<file path="config.mk">
export PLATFORM = sky130hd
export DESIGN_NAME = small_array_table_engine_core_flat
export DESIGN_NICKNAME = d
export VERILOG_FILES = /design/src/rtl/sate_pkg.sv /design/src/rtl/sate_if.sv /design/src/rtl/small_array_table_engine_core.sv /design/src/flat_wrapper.sv
export SDC_FILE = /design/constraint.sdc
export NUM_CORES = 2
export LEC_CHECK = 0
export BUFFER_PORTS_ARGS = -buffer_cell sky130_fd_sc_hd__buf_2
export CAP_MARGIN = 30
export CORE_ASPECT_RATIO = 1.75
export CORE_MARGIN = 2
export CORE_UTILIZATION = 30
export CTS_CLUSTER_SIZE = 25
export DETAILED_ROUTE_END_ITERATION = 7
export PLACE_DENSITY = 0.47
export SETUP_SLACK_MARGIN = 0.15
export SLEW_MARGIN = 20
export SYNTH_ARGS = -nofsm -noshare
export SYNTH_HDL_FRONTEND = slang
export SYNTH_SLANG_ARGS = --single-unit
export TNS_END_PERCENT = 1
</file>
<file path="constraint.sdc">
create_clock -name clk_i -period 10 [get_ports clk_i]
set_input_delay 2 -clock clk_i [delete_from_list [all_inputs] [get_ports clk_i]]
set_output_delay 2 -clock clk_i [all_outputs]
set_load 0.05 [all_outputs]
</file>
<file path="src/rtl/sate_pkg.sv">
`default_nettype none
package sate_pkg;

  localparam int unsigned DefCapacity = 128;

  typedef enum logic [2:0] {
    ACT_CLEAR  = 3'd0,
    ACT_APPEND = 3'd1,
    ACT_READ   = 3'd2,
    ACT_PARITY = 3'd3,
    ACT_MAX    = 3'd4,
    ACT_INSERT = 3'd5,
    ACT_DELETE = 3'd6,
    ACT_SORT   = 3'd7
  } action_e;

  typedef enum logic [2:0] {
    ST_OK       = 3'd0,
    ST_FULL     = 3'd1,
    ST_EMPTY    = 3'd2,
    ST_NOTFOUND = 3'd3,
    ST_BADPOS   = 3'd4
  } status_e;

  typedef enum logic [4:0] {
    S_IDLE, S_DISPATCH, S_RD_WAIT, S_WALK_RD, S_WALK_USE,
    S_INS_RD, S_INS_WR, S_INS_LAST,
    S_DEL_RD, S_DEL_CMP, S_SH_RD, S_SH_WR,
    S_SL_RD, S_SL_USE, S_SO_RD, S_SO_USE, S_SO_END,
    S_DONE
  } state_e;

  typedef struct packed {
    logic [2:0]         action;
    logic signed [31:0] value;
    logic [6:0]         position;
  } in_t;

  typedef struct packed {
    logic [2:0]         status;
    logic signed [31:0] data;
    logic [7:0]         even_tally;
    logic [7:0]         odd_tally;
    logic [7:0]         element_count;
  } out_t;

endpackage
`default_nettype wire

</file>
<file path="src/rtl/sate_if.sv">
`default_nettype none
interface sate_in_if;
  import sate_pkg::*;
  logic valid;
  logic ready;
  in_t  payload;
  modport source (output valid, output payload, input ready);
  modport sink (input valid, input payload, output ready);
endinterface

interface sate_out_if;
  import sate_pkg::*;
  logic valid;
  logic ready;
  out_t payload;
  modport source (output valid, output payload, input ready);
  modport sink (input valid, input payload, output ready);
endinterface
`default_nettype wire

</file>
<file path="src/rtl/small_array_table_engine_core.sv">
`default_nettype none
// Clear and append are done in dispatch; read, parity, max, insert, delete and sort are
// sequenced through the element memory (one registered read and one write per cycle),
// walked by the sequencer; sort leaves the table as it is with fewer than two elements.
// Throughput: one transaction at a time; input ready only while the sequencer is idle.
// Reset (asynchronous, active low) empties the table; memory contents are not cleared.
module small_array_table_engine_core #(
  parameter int unsigned CAPACITY = sate_pkg::DefCapacity
) (
  input  wire logic   clk_i,
  input  wire logic   rst_ni,
  sate_in_if.sink     in_i,
  sate_out_if.source  out_o
);
  import sate_pkg::*;

  localparam int unsigned AW = (CAPACITY > 1) ? $clog2(CAPACITY) : 1;
  localparam int unsigned CW = $clog2(CAPACITY + 1);
  localparam int unsigned PW = (CW > 7) ? CW : 7;

  logic signed [31:0] mem [CAPACITY];
  logic signed [31:0] rdata_q;
  logic [AW-1:0]      raddr, waddr;
  logic signed [31:0] wdata;
  logic               we;

  always_ff @(posedge clk_i) begin
    if (we) begin
      mem[waddr] <= wdata;
    end
    rdata_q <= mem[raddr];
  end

  state_e             state_q, state_d;
  logic [2:0]         act_q, act_d;
  logic signed [31:0] val_q, val_d;
  logic [6:0]         pos_q, pos_d;
  logic [CW-1:0]      n_q, n_d, idx_q, idx_d, lim_q, lim_d, even_q, even_d, odd_q, odd_d;
  logic signed [31:0] acc_q, acc_d, cur_q, cur_d;
  status_e            st_q, st_d;
  logic               ov_q, ov_d;
  out_t               out_q, out_d;

  logic [CW-1:0] idx_inc, idx_dec;
  logic [PW-1:0] pos_w, n_w;

  assign idx_inc = idx_q + CW'(1);
  assign idx_dec = idx_q - CW'(1);
  assign pos_w   = PW'(pos_q);
  assign n_w     = PW'(n_q);

  assign in_i.ready    = (state_q == S_IDLE);
  assign out_o.valid   = ov_q;
  assign out_o.payload = out_q;

  always_ff @(posedge clk_i or negedge rst_ni) begin
    if (!rst_ni) begin
      state_q <= S_IDLE;
      n_q     <= '0;
      ov_q    <= 1'b0;
    end else begin
      state_q <= state_d;
      n_q     <= n_d;
      ov_q    <= ov_d;
    end
  end

  always_ff @(posedge clk_i) begin
    act_q  <= act_d;
    val_q  <= val_d;
    pos_q  <= pos_d;
    idx_q  <= idx_d;
    lim_q  <= lim_d;
    even_q <= even_d;
    odd_q  <= odd_d;
    acc_q  <= acc_d;
    cur_q  <= cur_d;
    st_q   <= st_d;
    out_q  <= out_d;
  end

  always_comb begin
    state_d = state_q;
    act_d   = act_q;
    val_d   = val_q;
    pos_d   = pos_q;
    n_d     = n_q;
    idx_d   = idx_q;
    lim_d   = lim_q;
    even_d  = even_q;
    odd_d   = odd_q;
    acc_d   = acc_q;
    cur_d   = cur_q;
    st_d    = st_q;
    ov_d    = ov_q;
    out_d   = out_q;
    raddr   = idx_q[AW-1:0];
    waddr   = idx_q[AW-1:0];
    wdata   = rdata_q;
    we      = 1'b0;

    if (ov_q && out_o.ready) begin
      ov_d = 1'b0;
    end

    case (state_q)
      S_IDLE: begin
        if (in_i.valid) begin
          act_d   = in_i.payload.action;
          val_d   = in_i.payload.value;
          pos_d   = in_i.payload.position;
          state_d = S_DISPATCH;
        end
      end
      S_DISPATCH: begin
        st_d    = ST_OK;
        acc_d   = '0;
        even_d  = '0;
        odd_d   = '0;
        idx_d   = '0;
        state_d = S_DONE;
        case (action_e'(act_q))
          ACT_CLEAR: n_d = '0;
          ACT_APPEND: begin
            if (n_q == CW'(CAPACITY)) begin
              st_d = ST_FULL;
            end else begin
              we    = 1'b1;
              waddr = n_q[AW-1:0];
              wdata = val_q;
              n_d   = n_q + CW'(1);
            end
          end
          ACT_READ: begin
            if (n_q == '0) begin
              st_d = ST_EMPTY;
            end else if (pos_w >= n_w) begin
              st_d = ST_BADPOS;
            end else begin
              raddr   = pos_w[AW-1:0];
              state_d = S_RD_WAIT;
            end
          end
          ACT_PARITY: begin
            if (n_q != '0) state_d = S_WALK_RD;
          end
          ACT_MAX: begin
            if (n_q == '0) st_d = ST_EMPTY;
            else state_d = S_WALK_RD;
          end
          ACT_INSERT: begin
            if (n_q == CW'(CAPACITY)) begin
              st_d = ST_FULL;
            end else begin
              idx_d   = n_q;
              state_d = (n_q == '0) ? S_INS_LAST : S_INS_RD;
            end
          end
          ACT_DELETE: begin
            if (n_q == '0) st_d = ST_EMPTY;
            else state_d = S_DEL_RD;
          end
          ACT_SORT: begin
            lim_d = n_q;
            if (n_q > CW'(1)) state_d = S_SL_RD;
          end
          default: state_d = S_DONE;
        endcase
      end
      S_RD_WAIT: begin
        acc_d   = rdata_q;
        state_d = S_DONE;
      end
      S_WALK_RD: state_d = S_WALK_USE;
      S_WALK_USE: begin
        if (act_q == ACT_PARITY) begin
          if (rdata_q[0]) odd_d = odd_q + CW'(1);
          else even_d = even_q + CW'(1);
        end else if (idx_q == '0 || rdata_q > acc_q) begin
          acc_d = rdata_q;
        end
        idx_d   = idx_inc;
        state_d = (idx_inc == n_q) ? S_DONE : S_WALK_RD;
      end
      S_INS_RD: begin
        raddr   = idx_dec[AW-1:0];
        state_d = S_INS_WR;
      end
      S_INS_WR: begin
        we      = 1'b1;
        idx_d   = idx_dec;
        state_d = (idx_dec == '0) ? S_INS_LAST : S_INS_RD;
      end
      S_INS_LAST: begin
        we      = 1'b1;
        waddr   = '0;
        wdata   = val_q;
        n_d     = n_q + CW'(1);
        state_d = S_DONE;
      end
      S_DEL_RD: state_d = S_DEL_CMP;
      S_DEL_CMP: begin
        idx_d = idx_inc;
        if (rdata_q == val_q) begin
          if (idx_inc == n_q) begin
            n_d     = n_q - CW'(1);
            state_d = S_DONE;
          end else begin
            state_d = S_SH_RD;
          end
        end else if (idx_inc == n_q) begin
          st_d    = ST_NOTFOUND;
          state_d = S_DONE;
        end else begin
          state_d = S_DEL_RD;
        end
      end
      S_SH_RD: state_d = S_SH_WR;
      S_SH_WR: begin
        // close the gap: element at idx moves down one place
        we    = 1'b1;
        waddr = idx_dec[AW-1:0];
        idx_d = idx_inc;
        if (idx_inc == n_q) begin
          n_d     = n_q - CW'(1);
          state_d = S_DONE;
        end else begin
          state_d = S_SH_RD;
        end
      end
      S_SL_RD: begin
        raddr   = '0;
        state_d = S_SL_USE;
      end
      S_SL_USE: begin
        cur_d   = rdata_q;
        idx_d   = CW'(1);
        state_d = S_SO_RD;
      end
      S_SO_RD: state_d = S_SO_USE;
      S_SO_USE: begin
        // carry the smaller word forward so the pass sinks the minimum to the end
        we    = 1'b1;
        waddr = idx_dec[AW-1:0];
        if (rdata_q > cur_q) begin
          wdata = rdata_q;
        end else begin
          wdata = cur_q;
          cur_d = rdata_q;
        end
        idx_d   = idx_inc;
        state_d = (idx_inc == lim_q) ? S_SO_END : S_SO_RD;
      end
      S_SO_END: begin
        we      = 1'b1;
        waddr   = idx_dec[AW-1:0];
        wdata   = cur_q;
        lim_d   = lim_q - CW'(1);
        state_d = (lim_q == CW'(2)) ? S_DONE : S_SL_RD;
      end
      S_DONE: begin
        if (!ov_q || out_o.ready) begin
          ov_d                = 1'b1;
          out_d.status        = st_q;
          out_d.data          = acc_q;
          out_d.even_tally    = 8'(even_q);
          out_d.odd_tally     = 8'(odd_q);
          out_d.element_count = 8'(n_q);
          state_d             = S_IDLE;
        end
      end
      default: state_d = S_IDLE;
    endcase
  end

endmodule
`default_nettype wire
</file>
<file path="src/flat_wrapper.sv">
// flat-port wrapper written by rule: the top's interface ports become plain ports
module small_array_table_engine_core_flat import sate_pkg::*;
#(
  parameter int unsigned CAPACITY = sate_pkg::DefCapacity
)
  (clk_i, rst_ni, in_i_valid, in_i_payload, in_i_ready, out_o_valid, out_o_payload, out_o_ready);
  sate_in_if in_i_i ();
  sate_out_if out_o_i ();
  input  wire logic clk_i;
  input  wire logic rst_ni;
  input wire logic [$bits(in_i_i.valid)-1:0] in_i_valid;
  input wire logic [$bits(in_i_i.payload)-1:0] in_i_payload;
  output wire logic [$bits(in_i_i.ready)-1:0] in_i_ready;
  output wire logic [$bits(out_o_i.valid)-1:0] out_o_valid;
  output wire logic [$bits(out_o_i.payload)-1:0] out_o_payload;
  input wire logic [$bits(out_o_i.ready)-1:0] out_o_ready;
  assign in_i_i.valid = in_i_valid;
  assign in_i_i.payload = in_i_payload;
  assign in_i_ready = in_i_i.ready;
  assign out_o_valid = out_o_i.valid;
  assign out_o_payload = out_o_i.payload;
  assign out_o_i.ready = out_o_ready;
  small_array_table_engine_core #(.CAPACITY(CAPACITY)) u_core (.clk_i(clk_i), .rst_ni(rst_ni), .in_i(in_i_i), .out_o(out_o_i));
endmodule
</file>
== After elaboration in Yosys (flattened, before gate mapping) ==
Memories as Yosys holds them, arrays and structs flattened. A register that Yosys moved wholly into a read port is not among the register bits.
Index checks and enable logic that the tools add are counted.
Operators by class
  reduce and logical (&&, ||, !) cells: 33
  $lt $le $gt $ge: 4
  mux-type cells: 67
  equality and inequality tests: 43
  add/subtract/negate cells: 7
Operators with widths (number)
  two-way mux 32 bit: 6
  one-hot mux 32 bit (4 select lines): 1
  one-hot mux 32 bit (3 select lines): 1
  one-hot mux 5 bit (17 select lines): 1
  two-way mux 8 bit: 10
  two-way mux 5 bit: 15
  greater-than comparator 32 bit: 2
  one-hot mux 32 bit (2 select lines): 1
  one-hot mux 8 bit (2 select lines): 4
  one-hot mux 8 bit (4 select lines): 2
  one-hot mux 7 bit (3 select lines): 2
  equality test 5 x 4 -> 1 bit (second input constant): 8
  two-way mux 7 bit: 5
  adder 8 x 1 -> 8 bit (second input constant): 4
  equality test 32 bit: 1
  one-hot mux 5 bit (6 select lines): 1
  zero test 8 bit: 3
  subtractor 8 x 1 -> 8 bit (second input constant): 3
  equality test 5 x 3 -> 1 bit (second input constant): 4
  equality test 8 bit: 2
  inequality test 2 x 1 -> 1 bit (second input constant): 7
  equality test 3 bit (second input constant): 4
  two-way mux 3 bit: 4
  AND reduction 3 bit: 4
  other kinds (31): 59
Storage, ports and cells
  RAM bits: 4096
  output and inout port bits: 61
  bits in registers: 214
  input bits: 46
  memories: 1
  logic and storage cells: 173
Memories
  u_core.mem: words 128, width 32, read ports 1, clocked after memory_dff 1, wr ports 1, line small_array_table_engine_core.sv:21  | logic signed [31:0] mem [CAPACITY];

== Longest topological paths before layout ==
  depth in word-level cells: 6
  gate-level depth with buffers: 20
  gate-level depth less buffers: 13

== Worst setup path before layout ==
Ideal clock, no wire load.
  path type: register to register
  start point: reg u_core.rdata_q[17], read port of u_core.mem
  end point: reg u_core.cur_q[0], enable pin
  library setup time: 0.595 ns
  clock period less this slack: 8.271 ns
  arrival time: 7.677 ns
  cell stages (with the launch flop): 13
  data required time: 9.405 ns
  buffers on the path: 1
  path slack: 1.729 ns
  path through: dfxtp_1 > ha_1 > a21o_1 > a21o_1 > a21o_1 > a21o_1 > a21o_1 > a211oi_1 > o22ai_1 > a2111oi_0 > mux2i_1 > clkbuf_1 > a2111oi_0
Between the ends
  cells in the longest elaborated chain, start to end: 3
Ends and longest elaborated chain
  from (decl): line small_array_table_engine_core.sv:22  | logic signed [31:0] rdata_q;
  greater-than comparator 32 bit: line small_array_table_engine_core.sv:245  | if (rdata_q > cur_q) begin
  inequality test 2 bit (no source line)
  AND reduction 2 bit (no source line)
  to (signal assigned): line small_array_table_engine_core.sv:77  | cur_q <= cur_d;
  to (decl): line small_array_table_engine_core.sv:39  | logic signed [31:0] acc_q, acc_d, cur_q, cur_d;
Every way passes these cells.
A chain may end at the register's enable or synchronous reset.

== Worst setup path after layout ==
  start point: reg u_core.n_q[0]
  end point: reg u_core.rdata_q[22], read port of u_core.mem
Between the ends
  cells in the longest elaborated chain, start to end: 5
  elaborated cells on any way between the ends: 6
  those cells by class: order compare (1); mux (4); reduce/logical (1)
Ends and longest elaborated chain
  from (decl): line small_array_table_engine_core.sv:38  | logic [CW-1:0] n_q, n_d, idx_q, idx_d, lim_q, lim_d, even_q, even_d, odd_q, odd_d;
  from (signal assigned): line small_array_table_engine_core.sv:63  | n_q <= n_d;
  >= comparator 7 x 8 -> 1 bit: line small_array_table_engine_core.sv:137  | end else if (pos_w >= n_w) begin
  two-way mux 7 bit: line small_array_table_engine_core.sv:137
  two-way mux 7 bit (*): line small_array_table_engine_core.sv:135  | if (n_q == '0) begin
  two-way mux 7 bit (*): line small_array_table_engine_core.sv:122  | case (action_e'(act_q))
  one-hot mux 7 bit (3 select lines) (*): line small_array_table_engine_core.sv:106  | case (state_q)
Mark *: on every way between the ends. The rest lies on a longest branch, timed or not.

==> summary.md <==
| Metric | Value |
|---|---|
| Status | completed |
| Maximum achievable frequency | 143 MHz |
| Number of antenna violations at the first check in global routing | 41 |
| EDFF count, synth | 4296 |
| Quantity of hold-fixing buffers added after cts | 0 |
| Area of the mapped netlist | 174000 µm² |
| Psw | about 7 mW |
| Area enclosed by the die boundary | between 500000 and 600000 µm² |
| Areal power density over the cells | 174 nW/µm² |
| Inserted Clock Buffers | 388 |
| Pins Over Slew Limit | 0 |
| Master cell of the clock root buffer | sky130_fd_sc_hd__clkbuf_16 |
| Die Width | 580 µm |
| Path depth of the worst reg2reg path | 16 |
| Vias in the first global route | 108000 |
| Wire length of the first global-routing pass | 917000 µm |
| Pin count of the biggest net entering global routing | 135 |
| Vertical die dimension | 1010 µm |
| Async SR Flop Fraction | 0.00322 |
| Number of port buffers | 106 |
| Share of the clock period used by the worst path after layout | 0.698 |
| Placement row count | 370 |
| Cell depth of the worst hold path | 0 |
| Post-layout nets | 12500 |
| Remaining DRCs | 0 |
| Detailed Route WL | 678000 µm |
| Initial standard-cell utilization of the core | 0.301 |
| Peak fanout along the critical path | 59 |
| Global Route Usage Sum | 0.223 |
| Setup violations, final | 0 |
| Critical path startpoint category | register |
| Top-count cell post-synth | sky130_fd_sc_hd__edfxtp_1 |
| Final min period | 6.98 ns |
| Data arrival time at the worst-slack endpoint | 7.80 ns |
| Layout cell share with drive strength beyond 1 | 0.125 |
| Post-synthesis sequential area ratio | 0.747 |
| Leading post-synthesis cells by cell area | sky130_fd_sc_hd__edfxtp_1, sky130_fd_sc_hd__nand2_1, sky130_fd_sc_hd__nand3_1 |
| Number of vias after detailed routing | 111000 |
| GR Overflow Total | 0 |
| Cells after synthesis | 12200 |
| CP startpoint | u_core.n_q[0]$_DFFE_PN0P_ |
| Clock slew seen by the registers of the worst setup and hold paths | 0.07 ns |
| Total power draw | 34.7 mW |
| Final RePlAce weighted congestion | between 0.8 and 0.9 |
| Clock group share of total power | 0.433 |
| Worst endpoint required time | 10.82 ns |
| Reg-to-Reg Start | u_core.n_q[0]$_DFFE_PN0P_ |
| Drt pass-1 iters | 8 |
| Transition at the pin with the smallest max-transition slack | 1.13 ns |
| Crit. End Element | register |
| Most numerous cell types in the synthesized netlist | sky130_fd_sc_hd__edfxtp_1, sky130_fd_sc_hd__nand2_1, sky130_fd_sc_hd__nand3_1 |
| Vias per inst | 5.44 |
| RSZ-0062 raised after global routing | no |
| Distinct cell type count after synthesis | between 80 and 90 |
| Accumulated negative setup slack | 0 ns |
| Clock tree from TritonCTS | yes |
| #FFs+latches synth | 4342 |
| Sinks on Clock Net | 4342 |
| Number of maximum-capacitance violations | 0 |
| R2r endpoint | u_core.rdata_q[22]$_DFF_P_ |
| Syn Nets | 12300 |
| HPWL after detailed placement | 400000 µm |
| I/O pin cnt | 107 |
| Final standard cell count with taps included and fillers excluded | 20400 |
| Final WS setup | 3.02 ns |
| Worst slew margin relative to its limit | 0.241 |
| Share of Yosys cell area claimed by the top area cell type | 0.741 |
| Type of the worst setup path | register to register |
| Level count of the clock H-tree | 5 |
| Final hold slack | between 0.4 and 0.5 ns |
| Worst VDD drop | 148 µV |
| HP Class | register to register |
| Source-to-sink clock delay at the later pin of the worst-skew pair | 1.01 ns |
| Combinational Power Share | 0 |
| Synth warnings | 0 |
| Longest Clk Path Bufs | 4 |
| Post-CTS Setup Repair Bufs | 0 |
| Initial detailed-routing violation count | around 12000 |
| Post-Syn Area per Cell | about 14 µm² |
| Internal | 27.7 mW |
| Capture point of the worst path | u_core.rdata_q[22]$_DFF_P_ |
| Layout-stage area growth over the synthesis result | 14.7% |
| Largest area contributor in the synthesized netlist | sky130_fd_sc_hd__edfxtp_1 |
| Count of final hold-check violations | 0 |
| Core area | 579000 µm² |
| Top_reg_cell synth | sky130_fd_sc_hd__edfxtp_1 |
| WL per Instance | 33.1 µm |
| Leak Pwr | 55.6 nW |
| Final antenna-violating net count | 0 |
| Setup slack on the worst flop-to-flop path | 3.02 ns |
| Number of instances resized during post-cts repair | 0 |
| Switching part of the total power | 0.202 |
| Max Clock Skew | 0.110 ns |
| Seq pwr share | 0.567 |
| Setup WS pre-CTS | roughly 3.2 ns |
| Inst Count DP | 19600 |
[flip-flops by register name (all words and copies together) (netlist names)]
| name | count |
|---|---|
| u_core.acc_q | 32 |
| u_core.rdata_q | 32 |
| u_core.idx_q | 8 |
| u_core.state_q | 5 |
| u_core.act_q | 3 |
| u_core.pos_q | 7 |
| u_core.even_q | 8 |
| u_core.n_q | 8 |
| u_core.lim_q | 8 |
| u_core.st_q | 3 |
| u_core.mem | 4096 |
| u_core.val_q | 32 |
| u_core.cur_q | 32 |
| u_core.out_o.payload | 59 |
| u_core.out_o.valid | 1 |
| u_core.odd_q | 8 |
[cells by family after synthesis]
logic type                 share of synthesized area
and+or+nand+nor                                0.117
muxes                                         0.0283
AOI/OAI and AO/OA                             0.0735
buffers and inverters                         0.0248
DFF                                            0.747
adders and majority gates                    0.00582
xor gates and xnor gates                     0.00413
[critical path, cell delays in order, from the launching register on]
cell                        delay [ns]
sky130_fd_sc_hd__dfrtp_1          0.59
sky130_fd_sc_hd__inv_1            0.15
sky130_fd_sc_hd__ha_1             0.29
sky130_fd_sc_hd__nor4b_2          0.21
sky130_fd_sc_hd__a2111oi_4        0.88
sky130_fd_sc_hd__nand3_1          0.19
sky130_fd_sc_hd__o22a_4           0.45
sky130_fd_sc_hd__and2_4           0.34
sky130_fd_sc_hd__buf_12           0.26
sky130_fd_sc_hd__nor2_4           0.54
sky130_fd_sc_hd__buf_4            0.69
sky130_fd_sc_hd__nand3_1          0.29
sky130_fd_sc_hd__o2111ai_1        0.17
sky130_fd_sc_hd__o21ai_0          0.39
sky130_fd_sc_hd__nor3_1           0.80
sky130_fd_sc_hd__buf_4            0.29
sky130_fd_sc_hd__o221ai_1         0.12
[layout make-up]
cell class,instances,area (µm²)
fillers,56000,380000
flip-flops and latches,4342,130000
multi-input cells,6946,42000
clock buffers,475,10200
well taps,7626,9540
repair buffers,624,5220
clock inverters,231,2000
inverters,115,432
diodes,79,198
[cell usage in the layout (no fill, tap or decap), drive strengths merged, types with 32 or more instances in the layout]
cell type / count
nor2: 235
a2bb2oi: 32
inv: 131
a311o: 32
a21oi: 222
a221oi: 74
a311oi: 87
mux4: 101
xor2: 57
dfxtp: 32
a32oi: 161
nor4: 50
edfxtp: 4296
a211oi: 286
nand2: 2902
o2111ai: 51
ha: 81
nand4: 83
nand3b: 44
o21ai: 191
clkinv: 172
a32o: 52
a31oi: 317
mux2i: 247
nor3: 72
and3: 403
diode: 79
o211ai: 77
buf: 623
nand3: 771
clkbuf: 476
and2: 38
[metal layers]
metal  up-vias  part of all wire  GRT usage
met3      1217             0.057     0.0252
met4        10             0.081      0.158
met1     58400              0.35      0.247
met2      4606              0.51      0.399
met5         -           0.00010          0
li1      47000                 -          -
[worst min path at each step]
stage                                                     to                     startpoint  slack, ns
final                     u_core.out_o.payload[56]$_DFFE_PP_   u_core.st_q[0]$_SDFFCE_PN1P_       0.42
after global routing      u_core.out_o.payload[57]$_DFFE_PP_   u_core.st_q[1]$_SDFFCE_PN1P_       0.44
after CTS                 u_core.out_o.payload[27]$_DFFE_PP_  u_core.acc_q[3]$_SDFFCE_PN0P_       0.43
after detailed placement  u_core.out_o.payload[57]$_DFFE_PP_   u_core.st_q[1]$_SDFFCE_PN1P_       0.41
after global placement    u_core.out_o.payload[56]$_DFFE_PP_   u_core.st_q[0]$_SDFFCE_PN1P_       0.43
after floorplan           u_core.out_o.payload[56]$_DFFE_PP_   u_core.st_q[0]$_SDFFCE_PN1P_       0.40
[through the flow]
| stage | instance area (µm²) | utilization |
|---|---|---|
| after floorplan | 174000 | - |
| after global placement | 186000 | 0.322 |
| after detailed placement | 187000 | 0.323 |
| after CTS | 199000 | 0.344 |
| after global routing | 200000 | 0.345 |
| final | 200000 | 0.345 |
[power groups by stage]
stage / clock [mW] / sequential [mW] / combinational [mW]
after CTS: 15.2 / 19.7 / 0.0124
after global placement: 0 / 20.1 / 0.0119
after floorplan: 0 / 20.1 / 0.000160
after global routing: 15.8 / 19.7 / 0.0133
after detailed placement: 0 / 20.1 / 0.0115
final: 15.0 / 19.7 / 0.0120
Note: power is estimated with default switching activity, not from simulation.
